`config.mk`:
```
export PLATFORM = sky130hd
export DESIGN_NAME = jbe_out_buf
export DESIGN_NICKNAME = d
export VERILOG_FILES = /design/src/rtl/jbe_pkg.sv /design/src/rtl/jbe_out_buf.sv
export SDC_FILE = /design/constraint.sdc
export NUM_CORES = 1
export LEC_CHECK = 0
export ABC_AREA = 1
export BUFFER_PORTS_ARGS = -buffer_cell sky130_fd_sc_hd__buf_2
export CAP_MARGIN = 5
export CORE_MARGIN = 2
export CORE_UTILIZATION = 54
export CTS_BUF_LIST = sky130_fd_sc_hd__clkbuf_8
export CTS_CLUSTER_DIAMETER = 50
export DETAILED_ROUTE_END_ITERATION = 16
export PLACE_DENSITY = 0.81
export SKIP_CTS_REPAIR_TIMING = 1
export SLEW_MARGIN = 20
export SYNTH_ARGS = -nofsm -noshare
export SYNTH_HDL_FRONTEND = slang
export SYNTH_SLANG_ARGS = --single-unit
```
`constraint.sdc`:
```
create_clock -name clock -period 2.8 [get_ports clock]
set_input_delay 0.56 -clock clock [delete_from_list [all_inputs] [get_ports clock]]
set_output_delay 0.56 -clock clock [all_outputs]
set_load 0.02 [all_outputs]
```
`src/rtl/jbe_pkg.sv`:
```
// jbe_pkg: shared constants, types and small functions for the JPEG block
// entropy encoder. No dependencies; imported by every rtl module.
`timescale 1ns / 1ps

package jbe_pkg;

   localparam int JBE_TABLE_CLASSES = 2;
   localparam int BLOCK_COEFFS      = 64;
   localparam int ROW_ENTRIES       = 256;

   localparam int REQ_TDATA_W = 56;
   localparam int RSP_TDATA_W = 40;

   localparam int CODE_W   = 16;
   localparam int LEN_W    = 5;
   localparam int AMP_W    = 11;
   localparam int AMPLEN_W = 4;
   localparam int ENTRY_W  = LEN_W + CODE_W;
   localparam int SYM_W    = 8;
   localparam int POS_W    = 6;
   localparam int COEF_W   = 12;
   localparam int RUN_W    = 6;

   localparam logic [POS_W-1:0] LAST_POS    = POS_W'(BLOCK_COEFFS - 1);
   localparam logic [RUN_W-1:0] RUN_MAX     = {RUN_W{1'b1}};
   localparam logic [SYM_W-1:0] SYM_ZRL     = 8'hF0;
   localparam logic [SYM_W-1:0] SYM_EOB     = 8'h00;
   localparam logic [LEN_W-1:0] MAX_CODE_LEN = 5'd16;

   localparam logic signed [COEF_W:0]   DC_LIMIT = 13'sd2047;
   localparam logic signed [COEF_W-1:0] AC_LIMIT = 12'sd1023;

   localparam logic OP_ENCODE = 1'b0;
   localparam logic OP_LOAD   = 1'b1;

   localparam logic [1:0] COMP_NONE = 2'd3;

   // one unit of work handed from the front end to the table sequencer
   typedef struct packed {
      logic                is_load;
      logic                cls;
      logic                is_ac;
      logic [SYM_W-1:0]    sym;
      logic [ENTRY_W-1:0]  entry;
      logic [1:0]          n_zrl;
      logic                has_final;
      logic [AMP_W-1:0]    amp_bits;
      logic [AMPLEN_W-1:0] amp_len;
   } desc_type;

   // fields that ride alongside a table read
   typedef struct packed {
      logic [AMP_W-1:0]    amp_bits;
      logic [AMPLEN_W-1:0] amp_len;
      logic                last;
   } side_type;

   typedef struct packed {
      logic [CODE_W-1:0]   code_bits;
      logic [LEN_W-1:0]    code_len;
      logic [AMP_W-1:0]    amp_bits;
      logic [AMPLEN_W-1:0] amp_len;
      logic                last;
   } res_type;

   typedef struct packed {
      logic mem_we;
      logic mem_re;
      logic rd_valid;
   } issue_stat_type;

   // size category: bit length of a magnitude
   function automatic logic [AMPLEN_W-1:0] size_cat(input logic [AMP_W-1:0] mag);
      logic [AMPLEN_W-1:0] s;
      s = '0;
      for (int i = 0; i < AMP_W; i++) begin
         if (mag[i]) s = AMPLEN_W'(i + 1);
      end
      return s;
   endfunction

   // amplitude bits; negatives send value-1, i.e. ones' complement of magnitude
   function automatic logic [AMP_W-1:0] amp_code(input logic signed [COEF_W-1:0] val,
                                                 input logic [AMPLEN_W-1:0] s);
      logic [COEF_W-1:0] mask;
      logic [COEF_W-1:0] raw;
      mask = (COEF_W'(1) << s) - COEF_W'(1);
      raw  = val[COEF_W-1] ? (val - COEF_W'(1)) : val;
      return AMP_W'(raw & mask);
   endfunction

endpackage

```
`src/rtl/jbe_out_buf.sv`:
```
// jbe_out_buf: two-entry result queue in front of the rsp channel.
// Decouples table reads from downstream stalls. Depends on jbe_pkg.
`timescale 1ns / 1ps

module jbe_out_buf
   import jbe_pkg::*;
(
   input  logic       clock,
   input  logic       reset,
   input  logic       push,
   input  res_type    push_data,
   output logic       out_valid,
   input  logic       out_ready,
   output res_type    out_data,
   output logic [1:0] count,
   output logic       pop
);

   res_type    entry_ff [0:1];
   logic       wr_ptr_ff, rd_ptr_ff;
   logic [1:0] count_ff, count_in;

   assign out_valid = (count_ff != 2'd0);
   assign out_data  = entry_ff[rd_ptr_ff];
   assign pop       = out_valid && out_ready;
   assign count     = count_ff;
   assign count_in  = count_ff + 2'(push) - 2'(pop);

   always_ff @(posedge clock) begin
      if (reset) begin
         wr_ptr_ff <= 1'b0;
         rd_ptr_ff <= 1'b0;
         count_ff  <= '0;
      end else begin
         count_ff <= count_in;
         if (push) begin
            wr_ptr_ff <= !wr_ptr_ff;
         end
         if (pop) begin
            rd_ptr_ff <= !rd_ptr_ff;
         end
      end
   end

   always_ff @(posedge clock) begin
      if (push) begin
         entry_ff[wr_ptr_ff] <= push_data;
      end
   end

endmodule

```
==> results.md <==
- Vias in the first global route: between 1500 and 2000
- Top-count cell post-synth: edfxtp_1
- Detailed placement HPWL: roughly 3400 um
- Final core occ: roughly two thirds
- Initial Util: about 56%
- Layout cells sized above 1: 54.7%
- Initial antenna violation count: 0
- Chip width: roughly 79 um
- Root Buffer: clkbuf_8
- N_diodes: 0
- Count of different cell masters after synthesis: 13
- Final cell count without fillers: 319
- Leading area contributor after synthesis: edfxtp_1
- DR DRC count: 0
- IO Count: 82
- Clock skew: 2.84 ps
- 1st-pass router iterations: 4
- Sequential fraction of the synthesis area: around three quarters
- Fin crit period: a little over 2000 ps
- Max Freq: ~490 MHz
- Power per cell area: between 700 and 800 nW/um2
- Worst setup SP type: flop
- Standard-cell rows: 27
- CP Max Fanout: 37
- Inst Count DP: 304
- Synth Warn #: 0
- Area of the mapped netlist: about 3100 um2
- Total grt overflow: 0
- Slew Limit Fails: 0
- Core Region: ~5500 um2
- Ys flop type: edfxtp_1
- Clk pin slew, worst setup/hold paths: approximately 70 ps
- Cell area after layout: ~3700 um2
- Rel. slew slack: around 80%
- EDFF count, synth: 74
- Setup TNS: 0 ps
- Run status: completed
- Average size of a mapped cell: 20.4 um2
- Final WL: 4810 um
- Syn Nets: between 150 and 200
- Post-synth ARST share: 0%
- Full die area: ~6300 um2
- Pre-CTS setup slack: roughly 1100 ps
- Initial drt markers: 80
- Hold crit path type: input port to flop
- First-pass GRT wire length: roughly 7400 um
- Area Growth Syn to Fin: 20.6%
- Max rail drop VDD: roughly 0.45 mV
- Worst EP required: roughly 2200 ps
- Vias per std cell: ~5.0
- WS Path Type: flop to output port
- CTS sink cnt: 79
- Nets: 286
- Pin count of the biggest net entering global routing: 38
- Routed Antenna Nets: 0
- Die Height: 79.3 um
- Max Cap Viol: 0
- Worst setup margin: ~750 ps
- Placed inst area: around 3500 um2
- TritonCTS clock tree: yes
- Post-synth top cells: edfxtp_1, mux2_4, inv_1, nor2_1, mux2_2
- Final period utilization: approximately three quarters
- Slew @ Worst Pin: 290 ps
- WP data arrival: approximately 1500 ps
- H-tree Lvls: 3
- CP Capture Type: output port
- Total Routing Usage GR: 16.1%
- Total number of vias: roughly 1600
- Clock Latency Late Sink: 330 ps
- Final setup viols: 0
- Bufs on Longest Clock Path: 2
- Seq cells post-synth: between 70 and 80
- Hold Violations, Final: 0
- IO Port Bufs: between 80 and 90
- Synth top area share: 72.7%
- Total CTS buffers: 9
- Synthesized instance count: 150
- Pleak: around 1.5 nW
- Drt wl/cell: 15.1 um
- Final Wtd Congestion: about 0.72
- RSZ-0062 raised after global routing: false
- Synth area leaders: edfxtp_1, mux2_4, dfxtp_1
[metal layers]
layer  share of wire (%)  vias to the layer above  global-route usage [%]
li1                    -                      749                       -
met1                  39                      782                    18.1
met2                  54                       46                    27.9
met3                 4.8                       10                    3.75
met4                 2.5                        0                    9.83
met5                   0                        -                       0
[power breakdown]
| group | switching (mW) | leakage (nW) | internal [mW] | total (mW) |
|---|---|---|---|---|
| Sequential | 0.0319 | 0.736 | 1.38 | 1.41 |
| Combinational | 0.432 | 0.694 | 0.348 | 0.780 |
| Clock | 0.355 | 0.0915 | 0.300 | 0.655 |
| Total | 0.819 | 1.52 | 2.03 | 2.85 |
[area by class of cell]
class,instances,area (um2)
repair buffers,86,455
fillers,408,1780
flip-flops and latches,79,2320
clock buffers,9,124
well taps,72,90.1
inverters,9,33.8
clock inverters,6,23.8
multi-input cells,58,638
[logic make-up after synthesis]
kind of cell	synth area share, %
DFF	75.9
adders and majority gates	0.818
muxes	17.3
buffers and inverters	3.44
and+or+nand+nor	2.33
AOI/OAI and AO/OA	0.164
[final timing paths]
path	startpoint	to	slack, ps	cells past startpoint
max	flop	out_data[5]	750	3
min	push_data[17]	entry_ff[0][17]	410	1
max reg2reg	count[1]	count[1]	1350	8
min reg2reg	rd_ptr_ff	rd_ptr_ff	510	2
[registers in the layout, summed over array words and instances (netlist names), named ones only]
name and cells:
rd_ptr_ff 1, wr_ptr_ff 1, count 2, entry_ff 74
[metrics by stage]
| stage | hold WS [ps] | total power, mW |
|---|---|---|
| 2_1_floorplan | 467 | 2.05 |
| 3_3_place_gp | 493 | 2.21 |
| 3_5_place_dp | 490 | 2.23 |
| 4_1_cts | 394 | 2.88 |
| 5_1_grt | 398 | 2.98 |
| 6_report | 411 | 2.85 |
[critical path, cell delays in order (launching register included)]
cell,delay (ps)
dfxtp_2,340
buf_12,250
mux2_2,380
buf_2,160
[placed cells by master, fill, tap and decap left out]
master    count
dfxtp_2       1
mux2_2        7
nor2_1        8
nor3_1        1
edfxtp_1     74
clkinv_2      1
dfxtp_1       4
clkinv_1      1
nand2_1       6
a21oi_1       1
buf_4         4
buf_2        81
ha_1          2
mux2_4       30
inv_1        13
nor2_4        1
nand3_1       2
buf_12        1
clkbuf_8      9
No activity file was read; power rests on OpenSTA's default activity.
