==> src/rtl/jbe_pkg.sv <==
// jbe_pkg: shared constants, types and small functions for the JPEG block
// entropy encoder. No dependencies; imported by every rtl module.
`timescale 1ns / 1ps

package jbe_pkg;

   localparam int JBE_TABLE_CLASSES = 2;
   localparam int BLOCK_COEFFS      = 64;
   localparam int ROW_ENTRIES       = 256;

   localparam int REQ_TDATA_W = 56;
   localparam int RSP_TDATA_W = 40;

   localparam int CODE_W   = 16;
   localparam int LEN_W    = 5;
   localparam int AMP_W    = 11;
   localparam int AMPLEN_W = 4;
   localparam int ENTRY_W  = LEN_W + CODE_W;
   localparam int SYM_W    = 8;
   localparam int POS_W    = 6;
   localparam int COEF_W   = 12;
   localparam int RUN_W    = 6;

   localparam logic [POS_W-1:0] LAST_POS    = POS_W'(BLOCK_COEFFS - 1);
   localparam logic [RUN_W-1:0] RUN_MAX     = {RUN_W{1'b1}};
   localparam logic [SYM_W-1:0] SYM_ZRL     = 8'hF0;
   localparam logic [SYM_W-1:0] SYM_EOB     = 8'h00;
   localparam logic [LEN_W-1:0] MAX_CODE_LEN = 5'd16;

   localparam logic signed [COEF_W:0]   DC_LIMIT = 13'sd2047;
   localparam logic signed [COEF_W-1:0] AC_LIMIT = 12'sd1023;

   localparam logic OP_ENCODE = 1'b0;
   localparam logic OP_LOAD   = 1'b1;

   localparam logic [1:0] COMP_NONE = 2'd3;

   // one unit of work handed from the front end to the table sequencer
   typedef struct packed {
      logic                is_load;
      logic                cls;
      logic                is_ac;
      logic [SYM_W-1:0]    sym;
      logic [ENTRY_W-1:0]  entry;
      logic [1:0]          n_zrl;
      logic                has_final;
      logic [AMP_W-1:0]    amp_bits;
      logic [AMPLEN_W-1:0] amp_len;
   } desc_type;

   // fields that ride alongside a table read
   typedef struct packed {
      logic [AMP_W-1:0]    amp_bits;
      logic [AMPLEN_W-1:0] amp_len;
      logic                last;
   } side_type;

   typedef struct packed {
      logic [CODE_W-1:0]   code_bits;
      logic [LEN_W-1:0]    code_len;
      logic [AMP_W-1:0]    amp_bits;
      logic [AMPLEN_W-1:0] amp_len;
      logic                last;
   } res_type;

   typedef struct packed {
      logic mem_we;
      logic mem_re;
      logic rd_valid;
   } issue_stat_type;

   // size category: bit length of a magnitude
   function automatic logic [AMPLEN_W-1:0] size_cat(input logic [AMP_W-1:0] mag);
      logic [AMPLEN_W-1:0] s;
      s = '0;
      for (int i = 0; i < AMP_W; i++) begin
         if (mag[i]) s = AMPLEN_W'(i + 1);
      end
      return s;
   endfunction

   // amplitude bits; negatives send value-1, i.e. ones' complement of magnitude
   function automatic logic [AMP_W-1:0] amp_code(input logic signed [COEF_W-1:0] val,
                                                 input logic [AMPLEN_W-1:0] s);
      logic [COEF_W-1:0] mask;
      logic [COEF_W-1:0] raw;
      mask = (COEF_W'(1) << s) - COEF_W'(1);
      raw  = val[COEF_W-1] ? (val - COEF_W'(1)) : val;
      return AMP_W'(raw & mask);
   endfunction

endpackage

==> src/rtl/jbe_issue.sv <==
// jbe_issue: walks each descriptor through the code table, one access a cycle.
// Issues a read only when the result buffer has a slot reserved. Depends on jbe_pkg.
`timescale 1ns / 1ps

module jbe_issue
   import jbe_pkg::*;
#(
   parameter int TABLE_CLASSES = JBE_TABLE_CLASSES,
   parameter int ADDR_W        = $clog2(TABLE_CLASSES * 2 * ROW_ENTRIES)
) (
   input  logic               clock,
   input  logic               reset,
   input  logic               desc_valid,
   input  desc_type           desc,
   output logic               desc_take,
   input  logic [1:0]         ob_count,
   input  logic               ob_pop,
   output logic               mem_we,
   output logic               mem_re,
   output logic [ADDR_W-1:0]  mem_addr,
   output logic [ENTRY_W-1:0] mem_wdata,
   output logic               rd_valid,
   output side_type           rd_side,
   output issue_stat_type     stat
);

   logic [1:0]  k_ff, k_in;
   logic        rd_valid_ff;
   side_type    side_ff, side_in;
   logic [2:0]  occ_next;
   logic        room;
   logic        zrl_step;
   logic        sel_ac;
   logic [SYM_W-1:0] sel_sym;

   // buffer holds two; a read issued now passes rd_valid_ff before it lands in the buffer
   assign occ_next = 3'(ob_count) + 3'(rd_valid_ff) - 3'(ob_pop);
   assign room     = (occ_next < 3'd2);
   assign zrl_step = (k_ff != desc.n_zrl);

   always_comb begin
      desc_take = 1'b0;
      mem_we    = 1'b0;
      mem_re    = 1'b0;
      k_in      = k_ff;
      if (desc_valid) begin
         if (desc.is_load) begin
            mem_we    = 1'b1;
            desc_take = 1'b1;
         end else if (!desc.has_final) begin
            desc_take = 1'b1;
         end else if (room) begin
            mem_re = 1'b1;
            if (zrl_step) begin
               k_in = k_ff + 2'd1;
            end else begin
               k_in      = '0;
               desc_take = 1'b1;
            end
         end
      end
   end

   always_comb begin
      sel_ac  = desc.is_ac;
      sel_sym = desc.sym;
      side_in = '0;
      if (!desc.is_load && zrl_step) begin
         sel_ac  = 1'b1;
         sel_sym = SYM_ZRL;
      end else begin
         side_in.amp_bits = desc.amp_bits;
         side_in.amp_len  = desc.amp_len;
         side_in.last     = 1'b1;
      end
   end

   assign mem_addr  = ADDR_W'({desc.cls, sel_ac, sel_sym});
   assign mem_wdata = desc.entry;
   assign rd_valid  = rd_valid_ff;
   assign rd_side   = side_ff;

   assign stat.mem_we   = mem_we;
   assign stat.mem_re   = mem_re;
   assign stat.rd_valid = rd_valid_ff;

   always_ff @(posedge clock) begin
      if (reset) begin
         k_ff        <= '0;
         rd_valid_ff <= 1'b0;
      end else begin
         k_ff        <= k_in;
         rd_valid_ff <= mem_re;
      end
   end

   always_ff @(posedge clock) begin
      if (mem_re) begin
         side_ff <= side_in;
      end
   end

endmodule

==> config.mk <==
export PLATFORM = sky130hd
export DESIGN_NAME = jbe_issue
export DESIGN_NICKNAME = d
export VERILOG_FILES = /design/src/rtl/jbe_pkg.sv /design/src/rtl/jbe_issue.sv
export SDC_FILE = /design/constraint.sdc
export NUM_CORES = 1
export LEC_CHECK = 0
export BUFFER_PORTS_ARGS = -buffer_cell sky130_fd_sc_hd__buf_2
export CAP_MARGIN = 20
export CORE_MARGIN = 3
export CORE_UTILIZATION = 32
export DETAILED_ROUTE_END_ITERATION = 8
export PLACE_DENSITY = 0.76
export SLEW_MARGIN = 20
export SYNTH_ARGS = -nofsm -noshare
export SYNTH_HDL_FRONTEND = slang
export SYNTH_SLANG_ARGS = --single-unit
export TNS_END_PERCENT = 10
==> constraint.sdc <==
create_clock -name clock -period 2.5 [get_ports clock]
set_input_delay 0 -clock clock [delete_from_list [all_inputs] [get_ports clock]]
set_output_delay 0 -clock clock [all_outputs]
set_load 0.05 [all_outputs]
==> metrics.md <==
| Metric | Value |
|---|---|
| Status | `completed` |
| Port Buffers | `65` |
| Cts bufs inserted | `3` |
| Worst-Skew Late Latency | `0.29 ns` |
| CTS tree | `done` |
| HPWL after DPL | `2353 um` |
| RePlAce Congestion | `between 0.6 and 0.7` |
| Required @ worst endpoint | `around 2.5 ns` |
| Ys Warns | `0` |
| Final WS setup | `between 0.1 and 0.15 ns` |
| Initial DRT Pass Iterations | `3` |
| List of cells traversed by the critical path | `inv_2, ha_4, nand2b_4, fa_1, nand4b_1, nor2_4, buf_6, buf_4` |
| Inst Count DP | `~180` |
| Layout area overhead | `33.03%` |
| P_int | `485.5 uW` |
| Worst Setup Path Type | `flip-flop to output port` |
| Rows | `20` |
| Min Hold Slack | `0.00001932 ns` |
| Layout Skew | `around 0.00099 ns` |
| Post-layout util | `a little under half` |
| Via count | `860` |
| Clk root buf | `clkbuf_4` |
| Via density | `approximately 4.4` |
| Grt ovf | `0` |
| DRC violations left | `0` |
| Max Buffers Root-to-Sink | `2` |
| Post-layout min period | `around 2.4 ns` |
| Crit Path Max Fanout | `19` |
| Clock slew at reported path FFs | `between 0.1 and 0.15 ns` |
| Flop pwr share | `~50%` |
| R2r endpoint | `k_ff[0]$_SDFFE_PP0P_` |
| Drt total wl | `approximately 2900 um` |
| Worst-Margin Slew | `approximately 0.41 ns` |
| Worst path max stage delay | `0.57 ns` |
| Ports | `110` |
| Final setup viols | `0` |
| Relative slew slack | `72.51%` |
| Storage element area | `544.3 um2` |
| First-pass GRT wire length | `about 4300 um` |
| Worst hold path cell count | `0` |
| Crit end category | `output port` |
| Sw Pwr | `224.1 uW` |
| # fillers | `~300` |
| Diodes inserted | `0` |
| Clock share of power | `21.4%` |
| Slowest CP cell | `fa_1` |
| Flops & latches, synth | `19` |
| Final hold viol count | `0` |
| Area taken by multi-input logic gates | `360.3 um2` |
| Peak VDD IR | `0.1661 mV` |
| Worst setup SP type | `flip-flop` |
| Initial antenna violation count | `0` |
| PD cells | `just under 500 nW/um2` |
| R2R depth | `8` |
| Seq/Total Area, Yosys | `between 40% and 50%` |
| Initial Util | `34.92%` |
| Layout net count | `around 210` |
| Final instance count without filler cells | `197` |
| Cells after synthesis | `98` |
| Avg Inst Size Synth | `between 10 and 15 um2` |
| H-tree Lvls | `1` |
| LEAKAGE | `around 0.65 nW` |
| ANT nets after route | `0` |
| GR Util All Layers | `between 10% and 20%` |
| RSZ-0062 raised after global routing | `false` |
| Core Box Area | `about 3200 um2` |
| Max Fclk | `419.0 MHz` |
| Critical path arrival | `between 2 and 2.5 ns` |
| Flop2flop setup slack | `about 0.26 ns` |
| Dpl ws | `~0.23 ns` |
| Share of layout cells above drive strength 1 | `a little over half` |
| Initial DRC Count | `31` |
| Commonest cells after routing, fill and taps aside | `buf_2, nor2b_1, edfxtp_1` |
| Most common cell after layout, fill and taps aside | `buf_2` |
| CTS sink count | `19` |
| Die width | `around 65 um` |
| Worst hold start | `desc[18]` |
| Logic gate share of total power | `28.8%` |
| Fin. max-slew vios | `0` |
| Crit share post-route | `between 90% and 100%` |
| Largest net degree at the start of global routing | `20` |
| Syn Nets | `approximately 160` |
| Max Cap Violations | `0` |
| Drt wl/cell | `14.69 um` |
| Number of global-route vias before repair | `871` |
| Worst hold endpoint | `mem_wdata[0]` |
| Switching portion of total power | `a little under a third` |
| Mapped Area | `approximately 1100 um2` |
| Die H | `~65 um` |
| Worst min path class | `input pin to output port` |
| Cell variety after synth | `26` |
| Reg2reg start | `rd_valid$_SDFF_PP0_` |
| Die area | `~4200 um2` |
state kept, by name, summed over array words and instances (netlist names):
name,flops
rd_side,16
k_ff,2
rd_valid,1
power groups by stage:
stage          Combinational, mW  Sequential (mW)  Clock (mW)
2_1_floorplan              0.210            0.378           0
3_3_place_gp               0.184            0.360           0
3_5_place_dp               0.190            0.361           0
4_1_cts                    0.202            0.353       0.161
5_1_grt                    0.219            0.354       0.182
6_report                   0.204            0.353       0.152
how the worst max path moves through the flow:
| stage | startpoint | endpoint | slack [ns] |
|---|---|---|---|
| 3_5_place_dp | rd_valid$_SDFF_PP0_ | rd_side[5]$_SDFFCE_PP0P_ | 0.23 |
| 6_report | rd_valid$_SDFF_PP0_ | mem_re | 0.11 |
| 2_1_floorplan | rd_valid$_SDFF_PP0_ | rd_side[0]$_DFFE_PP_ | -0.02 |
| 5_1_grt | rd_valid$_SDFF_PP0_ | mem_re | 0.01 |
| 3_3_place_gp | rd_valid$_SDFF_PP0_ | rd_side[15]$_SDFFCE_PP0P_ | 0.34 |
| 4_1_cts | rd_valid$_SDFF_PP0_ | mem_re | 0.02 |
worst max-delay path, delay by kind of cell, from the launching register on:
family | cells | cell delay [ns]
fa+ha+maj | 2 | 0.76
buf+inv | 3 | 0.50
flops | 1 | 0.36
simple gates | 3 | 0.47
final cells by class:
cell class / instances / area share [%]
flip-flops and latches: 19 / 36.86
repair buffers: 79 / 31.61
multi-input cells: 45 / 24.41
well taps: 44 / 3.729
clock buffers: 3 / 1.525
inverters: 6 / 1.525
clock inverters: 1 / 0.3390
layer usage:
layer  share of wire (%)  routed length, um  GRT usage (%)  up-vias
li1                    -                  -              -      411
met1                  32                922          12.30      379
met2                  54               1570          27.08       70
met3                  14                401          5.026        0
met4                   0                  0          3.166        0
met5                   0                  0              0        -
stage by stage:
step / power [mW] / instance area, um2 / setup TNS, ns
6_report: 0.7095 / 1476 / 0
5_1_grt: 0.7546 / 1476 / 0
4_1_cts: 0.7162 / 1439 / 0
3_5_place_dp: 0.5504 / 1323 / 0
3_3_place_gp: 0.5448 / 1323 / 0
2_1_floorplan: 0.5880 / 1141 / -0.3334
cells in the mapped netlist, drive strengths merged:
cell	count	share of area, %
a2111o	1	1.0
a211o	1	0.79
a21oi	1	0.79
a31oi	1	0.56
and2b	3	2.0
buf	28	19
dfxtp	3	5.4
edfxtp	16	43
fa	1	1.8
ha	1	1.1
inv	6	2.0
nand2b	2	1.1
nand3	1	0.45
nand4	1	0.56
nand4b	1	0.79
nor2	2	0.68
nor2b	16	9.0
nor3	1	0.45
o211ai	1	0.68
o221ai	1	0.79
o31ai	1	0.68
or2	5	2.8
xnor2	3	3.0
xor2	1	0.79
kinds of logic after synthesis:
| logic type | after synthesis | synth area share [%] |
|---|---|---|
| AOI/OAI and AO/OA | 7 | 5.300 |
| and+or+nand+nor | 32 | 17.93 |
| adders and majority gates | 2 | 2.931 |
| buffers and inverters | 34 | 21.31 |
| DFF | 19 | 48.70 |
| xor gates and xnor gates | 4 | 3.834 |
what timing repair did:
item,4_1_cts,5_1_grt
hold endpoints to repair,9,3
cloned,0,0
setup endpoints to repair,2,2
hold buffers,8,3
pin swaps,0,1
resized for setup,3,0
buffers inserted,0,1
Note: power is estimated with default switching activity, not from simulation.
